### config.mk
export PLATFORM = sky130hd
export DESIGN_NAME = motor_speed_pid_loop
export DESIGN_NICKNAME = d
export VERILOG_FILES = /design/src/msp_pkg.sv /design/src/msp_ram.sv /design/src/msp_mul.sv /design/src/msp_ctrl.sv /design/src/motor_speed_pid_loop.sv
export SDC_FILE = /design/constraint.sdc
export NUM_CORES = 2
export LEC_CHECK = 0
export BUFFER_PORTS_ARGS = -buffer_cell sky130_fd_sc_hd__clkbuf_2
export CAP_MARGIN = 20
export CORE_ASPECT_RATIO = 1.1
export CORE_MARGIN = 2
export CORE_UTILIZATION = 55
export DETAILED_ROUTE_END_ITERATION = 16
export PLACE_DENSITY = 0.73
export SLEW_MARGIN = 20
export SYNTH_ARGS = -nofsm -noshare
export SYNTH_HDL_FRONTEND = slang
export SYNTH_SLANG_ARGS = --single-unit
### constraint.sdc
create_clock -name aclk -period 18.6 [get_ports aclk]
set_clock_uncertainty 0.15 [all_clocks]
set_input_delay 3.72 -clock aclk [delete_from_list [all_inputs] [get_ports aclk]]
set_output_delay 3.72 -clock aclk [all_outputs]
set_load 0.02 [all_outputs]
### src/msp_pkg.sv
`timescale 1ns / 1ps
// Package for the motor speed PID loop: register indexes, reset values,
// datapath widths, the per-motor state record and the sequencer types.
// Depends on nothing.
package msp_pkg;

    localparam int CFG_IDX_W = 3;
    localparam int CFG_DATA_W = 16;

    localparam logic [CFG_IDX_W-1:0] REG_GAIN_P = 3'd0;
    localparam logic [CFG_IDX_W-1:0] REG_GAIN_I = 3'd1;
    localparam logic [CFG_IDX_W-1:0] REG_GAIN_D = 3'd2;
    localparam logic [CFG_IDX_W-1:0] REG_INTEGRAL_LIMIT = 3'd3;
    localparam logic [CFG_IDX_W-1:0] REG_FILTER_ALPHA = 3'd4;
    localparam logic [CFG_IDX_W-1:0] REG_TICK_RATE = 3'd5;
    localparam logic [CFG_IDX_W-1:0] REG_DUTY_MAX = 3'd6;

    localparam logic [15:0] RST_GAIN_P = 16'd8192;
    localparam logic [15:0] RST_GAIN_I = 16'd410;
    localparam logic [15:0] RST_GAIN_D = 16'd1229;
    localparam logic [15:0] RST_INTEGRAL_LIMIT = 16'd400;
    localparam logic [8:0] RST_FILTER_ALPHA = 9'd77;
    localparam logic [9:0] RST_TICK_RATE = 10'd50;
    localparam logic [15:0] RST_DUTY_MAX = 16'd1023;

    localparam logic [8:0] ALPHA_FULL = 9'd256;

    // Shared multiplier: 52-bit signed by 17-bit signed.
    localparam int MUL_A_W = 52;
    localparam int MUL_B_W = 17;
    localparam int MUL_P_W = MUL_A_W + MUL_B_W;
    localparam int PID_W = 52;

    typedef struct packed {
        logic [31:0] prev_count;
        logic signed [31:0] speed_smooth;
        logic signed [31:0] error_integral;
        logic [31:0] prev_magnitude;
        logic sat_flag;
        logic signed [15:0] prev_target;
    } motor_state_t;

    localparam int STATE_W = $bits(motor_state_t);

    typedef enum logic [3:0] {
        ST_IDLE,
        ST_READ,
        ST_DELTA,
        ST_FILT,
        ST_SMOOTH,
        ST_ERR,
        ST_MUL_P,
        ST_MUL_I,
        ST_MUL_D,
        ST_SUM,
        ST_DONE
    } msp_state_t;

    typedef enum logic [2:0] {
        MUL_NONE,
        MUL_DELTA,
        MUL_FILT,
        MUL_P,
        MUL_I,
        MUL_D
    } mul_sel_t;

    typedef struct packed {
        logic rd_en;
        logic ld_state;
        logic ld_smooth;
        logic ld_err;
        logic acc_load;
        logic acc_add;
        logic ld_pid;
        logic commit;
        mul_sel_t mul_sel;
    } msp_ctrl_t;

endpackage

### src/msp_ram.sv
`timescale 1ns / 1ps
// Generic single-clock RAM with one write port and one registered read port.
// No dependencies.
module msp_ram #(
    parameter int WIDTH = 8,
    parameter int DEPTH = 4,
    parameter int ADDR_W = (DEPTH > 1) ? $clog2(DEPTH) : 1
) (
    input  logic              aclk,
    input  logic              we,
    input  logic [ADDR_W-1:0] waddr,
    input  logic [WIDTH-1:0]  wdata,
    input  logic              re,
    input  logic [ADDR_W-1:0] raddr,
    output logic [WIDTH-1:0]  rdata
);
    logic [WIDTH-1:0] mem_reg [DEPTH];
    logic [WIDTH-1:0] rdata_reg;

    always_ff @(posedge aclk) begin
        if (we) begin
            mem_reg[waddr] <= wdata;
        end
        if (re) begin
            rdata_reg <= mem_reg[raddr];
        end
    end

    assign rdata = rdata_reg;
endmodule

### src/msp_mul.sv
`timescale 1ns / 1ps
// Shared signed multiplier with a registered product.
// Depends on msp_pkg for the operand widths.
module msp_mul (
    input  logic                                 aclk,
    input  logic signed [msp_pkg::MUL_A_W-1:0]   op_a,
    input  logic signed [msp_pkg::MUL_B_W-1:0]   op_b,
    output logic signed [msp_pkg::MUL_P_W-1:0]   prod
);
    import msp_pkg::*;

    logic signed [MUL_P_W-1:0] prod_reg;

    always_ff @(posedge aclk) begin
        prod_reg <= op_a * op_b;
    end

    assign prod = prod_reg;
endmodule

### src/msp_ctrl.sv
`timescale 1ns / 1ps
// Sequencer of the motor speed PID loop: steps one tick through read,
// filter, PID products unless the tick coasts, and write-back. Depends on msp_pkg.
module msp_ctrl (
    input  logic                aclk,
    input  logic                aresetn,
    input  logic                s_valid,
    input  logic                in_range,
    input  logic                coast,
    input  logic                out_free,
    output logic                s_ready,
    output msp_pkg::msp_ctrl_t  ctrl
);
    import msp_pkg::*;

    msp_state_t state_reg;
    msp_state_t state_next;

    always_ff @(posedge aclk) begin
        if (!aresetn) begin
            state_reg <= ST_IDLE;
        end else begin
            state_reg <= state_next;
        end
    end

    always_comb begin
        state_next = state_reg;
        case (state_reg)
            ST_IDLE: begin
                if (s_valid && in_range) begin
                    state_next = ST_READ;
                end
            end
            ST_READ:   state_next = ST_DELTA;
            ST_DELTA:  state_next = ST_FILT;
            ST_FILT:   state_next = ST_SMOOTH;
            ST_SMOOTH: state_next = ST_ERR;
            ST_ERR: begin
                state_next = coast ? ST_DONE : ST_MUL_P;
            end
            ST_MUL_P:  state_next = ST_MUL_I;
            ST_MUL_I:  state_next = ST_MUL_D;
            ST_MUL_D:  state_next = ST_SUM;
            ST_SUM:    state_next = ST_DONE;
            ST_DONE: begin
                if (out_free) begin
                    state_next = ST_IDLE;
                end
            end
            default:   state_next = ST_IDLE;
        endcase
    end

    always_comb begin
        s_ready = 1'b0;
        ctrl = '0;
        ctrl.mul_sel = MUL_NONE;
        case (state_reg)
            ST_IDLE: begin
                s_ready = 1'b1;
                ctrl.rd_en = s_valid && in_range;
            end
            ST_READ:   ctrl.ld_state = 1'b1;
            ST_DELTA:  ctrl.mul_sel = MUL_DELTA;
            ST_FILT:   ctrl.mul_sel = MUL_FILT;
            ST_SMOOTH: ctrl.ld_smooth = 1'b1;
            ST_ERR:    ctrl.ld_err = 1'b1;
            ST_MUL_P:  ctrl.mul_sel = MUL_P;
            ST_MUL_I: begin
                ctrl.mul_sel = MUL_I;
                ctrl.acc_load = 1'b1;
            end
            ST_MUL_D: begin
                ctrl.mul_sel = MUL_D;
                ctrl.acc_add = 1'b1;
            end
            ST_SUM:    ctrl.ld_pid = 1'b1;
            ST_DONE:   ctrl.commit = out_free;
            default: begin
                s_ready = 1'b0;
            end
        endcase
    end
endmodule

### src/motor_speed_pid_loop.sv
`timescale 1ns / 1ps
// Top level of the motor speed PID loop: configuration registers, per-motor
// state memory and the filter and PID datapath. Depends on msp_pkg, msp_ram,
// msp_mul and msp_ctrl.
//
// One request is one control tick for one motor. The block handles one tick
// at a time and is ready again once the result has been handed to the
// output register; a coasting tick skips the three PID products, and a
// tick for a motor number of MOTORS or above is taken and dropped without a
// result. The steps follow from the read of the state memory, whose data
// arrives in the cycle after the address, and from the single shared
// multiplier, which serves the speed scaling, the filter and the three PID
// products in turn. The result waits in an output register, so the next
// request is taken while it is still pending. All motor state reads as zero
// after reset. Configuration writes take effect at once; the user must make
// them only while no tick is in progress, which the block does not enforce.
module motor_speed_pid_loop #(
    parameter int MOTORS = 3
) (
    input  logic                               aclk,
    input  logic                               aresetn,
    input  logic                               cfg_wr_en,
    input  logic [msp_pkg::CFG_IDX_W-1:0]      cfg_index,
    input  logic [msp_pkg::CFG_DATA_W-1:0]     cfg_wdata,
    input  logic                               s_valid,
    output logic                               s_ready,
    input  logic [1:0]                         s_motor_select,
    input  logic signed [31:0]                 s_encoder_count,
    input  logic signed [15:0]                 s_target_speed,
    output logic                               m_valid,
    input  logic                               m_ready,
    output logic [1:0]                         m_motor_out,
    output logic [15:0]                        m_duty,
    output logic                               m_drive_forward,
    output logic                               m_drive_reverse,
    output logic                               m_drive_update,
    output logic                               m_coast,
    output logic                               m_clipped,
    output logic signed [31:0]                 m_speed_filtered
);
    import msp_pkg::*;

    localparam int IDX_W = (MOTORS > 1) ? $clog2(MOTORS) : 1;

    logic [15:0] gain_p_reg;
    logic [15:0] gain_i_reg;
    logic [15:0] gain_d_reg;
    logic [15:0] integral_limit_reg;
    logic [8:0]  filter_alpha_reg;
    logic [9:0]  tick_rate_reg;
    logic [15:0] duty_max_reg;

    always_ff @(posedge aclk) begin
        if (!aresetn) begin
            gain_p_reg <= RST_GAIN_P;
            gain_i_reg <= RST_GAIN_I;
            gain_d_reg <= RST_GAIN_D;
            integral_limit_reg <= RST_INTEGRAL_LIMIT;
            filter_alpha_reg <= RST_FILTER_ALPHA;
            tick_rate_reg <= RST_TICK_RATE;
            duty_max_reg <= RST_DUTY_MAX;
        end else if (cfg_wr_en) begin
            case (cfg_index)
                REG_GAIN_P:         gain_p_reg <= cfg_wdata;
                REG_GAIN_I:         gain_i_reg <= cfg_wdata;
                REG_GAIN_D:         gain_d_reg <= cfg_wdata;
                REG_INTEGRAL_LIMIT: integral_limit_reg <= cfg_wdata;
                REG_FILTER_ALPHA:   filter_alpha_reg <= cfg_wdata[8:0];
                REG_TICK_RATE:      tick_rate_reg <= cfg_wdata[9:0];
                REG_DUTY_MAX:       duty_max_reg <= cfg_wdata;
                default: begin
                end
            endcase
        end
    end

    msp_ctrl_t ctrl;
    logic      in_range;
    logic      tgt_zero;
    logic      out_free;
    logic      m_valid_reg;

    assign in_range = 32'(s_motor_select) < MOTORS;
    assign out_free = !m_valid_reg || m_ready;

    msp_ctrl u_ctrl (
        .aclk     (aclk),
        .aresetn  (aresetn),
        .s_valid  (s_valid),
        .in_range (in_range),
        .coast    (tgt_zero),
        .out_free (out_free),
        .s_ready  (s_ready),
        .ctrl     (ctrl)
    );

    logic [1:0]        motor_reg;
    logic [IDX_W-1:0]  idx_reg;
    logic [31:0]       cnt_reg;
    logic signed [15:0] tgt_reg;

    always_ff @(posedge aclk) begin
        if (s_valid && s_ready) begin
            motor_reg <= s_motor_select;
            idx_reg <= IDX_W'(s_motor_select);
            cnt_reg <= s_encoder_count;
            tgt_reg <= s_target_speed;
        end
    end

    assign tgt_zero = tgt_reg == 16'sd0;

    logic [STATE_W-1:0] ram_rdata;
    logic [STATE_W-1:0] ram_wdata;
    logic [MOTORS-1:0]  valid_reg;
    motor_state_t       ent;
    motor_state_t       wr_ent;

    msp_ram #(
        .WIDTH  (STATE_W),
        .DEPTH  (MOTORS),
        .ADDR_W (IDX_W)
    ) u_state_ram (
        .aclk  (aclk),
        .we    (ctrl.commit),
        .waddr (idx_reg),
        .wdata (ram_wdata),
        .re    (ctrl.rd_en),
        .raddr (IDX_W'(s_motor_select)),
        .rdata (ram_rdata)
    );

    always_ff @(posedge aclk) begin
        if (!aresetn) begin
            valid_reg <= '0;
        end else if (ctrl.commit) begin
            valid_reg[idx_reg] <= 1'b1;
        end
    end

    assign ent = valid_reg[idx_reg] ? motor_state_t'(ram_rdata) : '0;

    // Target handling and the old state of the motor.
    logic clr;
    logic signed [31:0] delta_reg;
    logic signed [31:0] smooth_old_reg;
    logic signed [31:0] integ_old_reg;
    logic [31:0]        pmag_old_reg;
    logic               sat_old_reg;

    assign clr = tgt_zero || ((tgt_reg > 16'sd0) != (ent.prev_target > 16'sd0));

    always_ff @(posedge aclk) begin
        if (ctrl.ld_state) begin
            delta_reg <= signed'(cnt_reg - ent.prev_count);
            smooth_old_reg <= ent.speed_smooth;
            integ_old_reg <= clr ? 32'sd0 : ent.error_integral;
            pmag_old_reg <= clr ? 32'd0 : ent.prev_magnitude;
            sat_old_reg <= ent.sat_flag;
        end
    end

    // Shared multiplier and its operand selection.
    logic signed [MUL_A_W-1:0] op_a;
    logic signed [MUL_B_W-1:0] op_b;
    logic signed [MUL_P_W-1:0] prod;
    logic signed [MUL_A_W-1:0] raw;
    logic signed [MUL_A_W-1:0] diff;
    logic [8:0]                alpha;
    logic signed [32:0]        err_reg;
    logic signed [31:0]        integ_reg;
    logic signed [32:0]        d_reg;

    assign raw = signed'({prod[43:0], 8'h00});
    assign diff = raw - MUL_A_W'(smooth_old_reg);
    assign alpha = (filter_alpha_reg > ALPHA_FULL) ? ALPHA_FULL : filter_alpha_reg;

    always_comb begin
        op_a = '0;
        op_b = '0;
        case (ctrl.mul_sel)
            MUL_DELTA: begin
                op_a = MUL_A_W'(delta_reg);
                op_b = signed'({7'd0, tick_rate_reg});
            end
            MUL_FILT: begin
                op_a = diff;
                op_b = signed'({8'd0, alpha});
            end
            MUL_P: begin
                op_a = MUL_A_W'(err_reg);
                op_b = signed'({1'b0, gain_p_reg});
            end
            MUL_I: begin
                op_a = MUL_A_W'(integ_reg);
                op_b = signed'({1'b0, gain_i_reg});
            end
            MUL_D: begin
                op_a = MUL_A_W'(d_reg);
                op_b = signed'({1'b0, gain_d_reg});
            end
            default: begin
                op_a = '0;
                op_b = '0;
            end
        endcase
    end

    msp_mul u_mul (
        .aclk (aclk),
        .op_a (op_a),
        .op_b (op_b),
        .prod (prod)
    );

    // Filter update with saturation to 32 bits.
    logic signed [MUL_P_W-1:0] step;
    logic signed [53:0]        smooth_sum;
    logic signed [31:0]        smooth_sat;
    logic signed [31:0]        smooth_reg;

    assign step = prod >>> 8;
    assign smooth_sum = 54'(smooth_old_reg) + signed'(step[53:0]);

    always_comb begin
        if (!smooth_sum[53] && (smooth_sum[52:31] != '0)) begin
            smooth_sat = 32'sh7FFF_FFFF;
        end else if (smooth_sum[53] && (smooth_sum[52:31] != '1)) begin
            smooth_sat = 32'sh8000_0000;
        end else begin
            smooth_sat = smooth_sum[31:0];
        end
    end

    always_ff @(posedge aclk) begin
        if (ctrl.ld_smooth) begin
            smooth_reg <= smooth_sat;
        end
    end

    // Error, clamped integral and derivative on the magnitudes.
    logic [31:0]        mag;
    logic [15:0]        tgt_abs;
    logic signed [32:0] err_n;
    logic signed [33:0] isum;
    logic signed [33:0] lim;
    logic signed [31:0] integ_n;
    logic [31:0]        mag_reg;

    assign mag = smooth_reg[31] ? (~smooth_reg + 32'd1) : smooth_reg;
    assign tgt_abs = tgt_reg[15] ? (~tgt_reg + 16'd1) : tgt_reg;
    assign err_n = signed'(33'({tgt_abs, 8'h00})) - signed'({1'b0, mag});
    assign isum = 34'(integ_old_reg) + 34'(err_n);
    assign lim = signed'(34'({integral_limit_reg, 8'h00}));

    always_comb begin
        if (sat_old_reg) begin
            integ_n = integ_old_reg;
        end else if (isum > lim) begin
            integ_n = lim[31:0];
        end else if (isum < -lim) begin
            integ_n = 32'(-lim);
        end else begin
            integ_n = isum[31:0];
        end
    end

    always_ff @(posedge aclk) begin
        if (ctrl.ld_err) begin
            err_reg <= err_n;
            integ_reg <= integ_n;
            d_reg <= signed'({1'b0, pmag_old_reg}) - signed'({1'b0, mag});
            mag_reg <= mag;
        end
    end

    // Sum of the three products.
    logic signed [PID_W-1:0] acc_reg;
    logic signed [PID_W-1:0] pid_reg;

    always_ff @(posedge aclk) begin
        if (ctrl.acc_load) begin
            acc_reg <= prod[PID_W-1:0];
        end else if (ctrl.acc_add) begin
            acc_reg <= acc_reg + prod[PID_W-1:0];
        end
        if (ctrl.ld_pid) begin
            pid_reg <= acc_reg + prod[PID_W-1:0];
        end
    end

    // Duty limiting.
    logic signed [PID_W-1:0] top;
    logic                    clip;
    logic [15:0]             duty_n;

    assign top = signed'(PID_W'({duty_max_reg, 20'd0}));

    always_comb begin
        if (pid_reg[PID_W-1]) begin
            duty_n = 16'd0;
            clip = 1'b1;
        end else if (pid_reg > top) begin
            duty_n = duty_max_reg;
            clip = 1'b1;
        end else begin
            duty_n = pid_reg[35:20];
            clip = 1'b0;
        end
    end

    always_comb begin
        wr_ent.prev_count = cnt_reg;
        wr_ent.speed_smooth = smooth_reg;
        wr_ent.error_integral = tgt_zero ? integ_old_reg : integ_reg;
        wr_ent.prev_magnitude = tgt_zero ? pmag_old_reg : mag_reg;
        wr_ent.sat_flag = tgt_zero ? sat_old_reg : clip;
        wr_ent.prev_target = tgt_reg;
    end

    assign ram_wdata = wr_ent;

    // Output register.
    logic [1:0]         motor_out_reg;
    logic [15:0]        duty_reg;
    logic               fwd_reg;
    logic               rev_reg;
    logic               update_reg;
    logic               coast_reg;
    logic               clipped_reg;
    logic signed [31:0] speed_reg;

    always_ff @(posedge aclk) begin
        if (!aresetn) begin
            m_valid_reg <= 1'b0;
        end else if (ctrl.commit) begin
            m_valid_reg <= 1'b1;
        end else if (m_ready) begin
            m_valid_reg <= 1'b0;
        end
    end

    always_ff @(posedge aclk) begin
        if (ctrl.commit) begin
            motor_out_reg <= motor_reg;
            speed_reg <= smooth_reg;
            coast_reg <= tgt_zero;
            duty_reg <= tgt_zero ? 16'd0 : duty_n;
            fwd_reg <= !tgt_zero && !tgt_reg[15];
            rev_reg <= tgt_reg[15];
            update_reg <= !tgt_zero;
            clipped_reg <= !tgt_zero && clip;
        end
    end

    assign m_valid = m_valid_reg;
    assign m_motor_out = motor_out_reg;
    assign m_duty = duty_reg;
    assign m_drive_forward = fwd_reg;
    assign m_drive_reverse = rev_reg;
    assign m_drive_update = update_reg;
    assign m_coast = coast_reg;
    assign m_clipped = clipped_reg;
    assign m_speed_filtered = speed_reg;

    a_commit_shows_result: assert property (@(posedge aclk) disable iff (!aresetn)
        ctrl.commit |=> m_valid)
        else $error("Committed tick did not produce a result.");

    a_no_overwrite: assert property (@(posedge aclk) disable iff (!aresetn)
        ctrl.commit |-> (!m_valid || m_ready))
        else $error("Result overwritten while still pending.");

    a_drop_out_of_range: assert property (@(posedge aclk) disable iff (!aresetn)
        (s_valid && s_ready && !in_range) |=> s_ready)
        else $error("Request for a missing motor started a tick.");

    a_one_step: assert property (@(posedge aclk) disable iff (!aresetn)
        $onehot0({ctrl.rd_en, ctrl.ld_state, ctrl.ld_smooth, ctrl.ld_err, ctrl.commit}))
        else $error("More than one sequencer step active.");

endmodule
==> results.cfg <==
[synthesis]
yosysWarnings = 0
synth_edf_count = 1079
synthCells = 8367
synth-seq-cells = 1248
syn_avg_cell_area_um2 = 10.4
yosysSeqAreaShare_pct = 41.2
synthesis.area_um2 = 86800
synthArstFlopShare_pct = 0
synth_nets = 9622
synth_ff_type = edfxtp_1
yosys.cell_types.count = 97

[floorplan]
dieArea_um2 = 161000
io-pin-count = 131
core_um2 = 157000
initial_utilization_pct = 55.5
die_y_um = 421
num_rows = 152
die_width_um = 383

[cells_and_area]
final-instance-count-excl-fill = 10600
largest_register_ffs = 435
drive_gt1_share_pct = 6.36
fin_nets = 9651
n_fill_cell = 12800
post-route-util_pct = 60.1
area_growth_pct = 8.31
fin_area_um2 = 94100

[clock_network]
cts_sinks = 1248
cts_resized = 0
cts_setup_buffers = 0
cts_tree = yes
numCtsBuffers = 121
clk_latency_ps = 800
htree_levels = 3
clkTransAtPathRegs_ps = 70
root_buffer = clkbuf_16
clock_path_buffers = 3
holdBufCountCts = 0

[placement]
dpl_worst_slack_ps = 6850
portBuffers = 130
postPlaceCellArea_um2 = 89800
gp_congestion = 1.02
dp.cells = 10400
dp.final_hpwl_um = 199000

[global_route]
overflow = 0
grt_pass1_vias = 63600
grt_util_met3_pct = 5.91
use_met1_pct = 39.5
grt_max_degree = 129
grtUsageTotal_pct = 33.0
use_met2_pct = 54.1
antenna_found_initial = 16
grt_first_pass_wirelength_um = 394000
busiest_layer = met2

[route]
drtPass1Iterations = 6
vias_per_cell = 5.94
post_drt_wl_per_cell_um = 25.0
postRouteAntennaNets = 0
vias = 62900
wl_um = 264000
drt_iter0_drc = 5831
drc = 0

[sta]
report.final.hold_viol_count = 0
slew_headroom_pct = 19.3
tightest_slew_ps = 1200
tns_ps = 0
hold-worst-slack_ps = 314
min_period_ps = 11610
finalCritPeriodShare_pct = 62.4
setup_ws_ps = 6990
slew_violations = 0
setup_viol = 0
fmax_mhz = 86.1
rsz0062_at_grt = no

[pwr]
seq_power_share_pct = 44.7
p_per_area_nw_per_um2 = 76.7
power.leakage_nw = 40.2
combPwrFrac_pct = 18.9
p_sw_mw = 2.11
power_mw = 7.21
ir_worst_vdd_v = 0.000118
pwr-share-clk_pct = 36.4
swShare_pct = 29.2
power.internal_mw = 5.10

[min_path]
hp-class = reg2reg
min_path_cells = 2
min_from = gain_d_reg[5]
hold-path-endpoint = gain_d_reg[5]

[setup_path]
crit_arrival_ps = 12130
startpoint_type = flip-flop
cp-end-kind = flip-flop
rrSetupSlack_ps = 6990
cp_max_fo = 48
critPathSlowestCell = o31ai_1
crit_type = reg2reg
critical_path_cell_count = 30
crit_required_ps = 19120
r2r-start = u_ctrl.state_reg[2]
crit_top_cell = fa_1
cp_slowest_stage_delay_ps = 1030
r2r_cells = 30
cp_num_buf_inv = 5
reg2reg_to = u_mul.prod[61]
crit_family = compound AO/OA/AOI/OAI gates

[outcome]
status = completed

[flow_run]
max_cap_violations = 0
## cell type report
| type | instances | area, um^2 | area share, % |
|---|---|---|---|
| multi-input cells | 5719 | 46000 | 48.9 |
| flip-flops and latches | 1248 | 35800 | 38.0 |
| inverters | 1084 | 4070 | 4.33 |
| clock buffers | 142 | 3160 | 3.36 |
| well taps | 2079 | 2600 | 2.77 |
| repair buffers | 222 | 1360 | 1.45 |
| clock inverters | 86 | 1100 | 1.17 |
| diodes | 2 | 5.00 | 0.00532 |
## cell usage in the layout (no fill, tap or decap), types with 84 or more instances in the layout
cell       instances
nor2_1           530
a21oi_1          321
edfxtp_1        1079
a21boi_0          84
mux2i_1          165
inv_1           1081
ha_1             464
xnor2_1          273
a21o_1           181
nand2_1         1309
dfxtp_1          169
a22oi_1           85
buf_4             93
nand3_1          112
o21ai_0          337
fa_1             717
clkbuf_16        122
xor2_1           100
and2_1           126
clkbuf_2         128
## power by group through the flow
stage,Clock [mW],Combinational [mW],Sequential [mW]
floorplan,0,0.908,3.25
global placement,0,1.31,3.28
detailed placement,0,1.33,3.28
CTS,2.66,1.34,3.22
global route,2.76,1.48,3.23
finish,2.63,1.36,3.22
## worst max-delay path by stage
stage,startpoint,to,slack [ps]
after floorplan,m_ready,u_state_ram.mem_reg[2][0],3080
after global placement,smooth_old_reg[31],u_mul.prod[59],7020
after detailed placement,smooth_old_reg[31],u_mul.prod[59],6850
after CTS,smooth_old_reg[31],u_mul.prod[59],6790
after global routing,smooth_old_reg[31],u_mul.prod[59],6500
final,u_ctrl.state_reg[2],u_mul.prod[61],6990
## cells by family after synthesis
| logic type | count (synthesis) | synth area share [%] |
|---|---|---|
| simple gates | 2551 | 12.9 |
| compound gates | 1418 | 10.5 |
| buf+inv | 1400 | 6.07 |
| flops | 1248 | 41.2 |
| fa+ha+maj | 1181 | 23.2 |
| xor+xnor | 373 | 3.76 |
| mux | 196 | 2.30 |
## tightest hold or removal path, stage by stage, from the launching register on
cell,delay [ps]
dfxtp_1,310
nand2_1,40
a21boi_0,70
## per-layer routing
metal | up-vias | part of all wire [%]
met1 | 31000 | 37
met5 | - | 0.036
li1 | 28200 | -
met2 | 2850 | 47
met3 | 817 | 8.2
met4 | 14 | 8.3
## synth_stat cells, types with 165 or more instances
| cell | number | area, um^2 |
|---|---|---|
| a21o_1 | 182 | 1370 |
| mux2i_1 | 165 | 1650 |
| nor2_1 | 537 | 2020 |
| a21oi_1 | 328 | 1640 |
| dfxtp_1 | 169 | 3380 |
| ha_1 | 464 | 5810 |
| nand2_1 | 1310 | 4920 |
| o21ai_0 | 338 | 1690 |
| xnor2_1 | 273 | 2390 |
| fa_1 | 717 | 14400 |
| edfxtp_1 | 1079 | 32400 |
| clkbuf_1 | 270 | 1010 |
| inv_1 | 1083 | 4070 |
No activity file was read; power rests on OpenSTA's default activity.
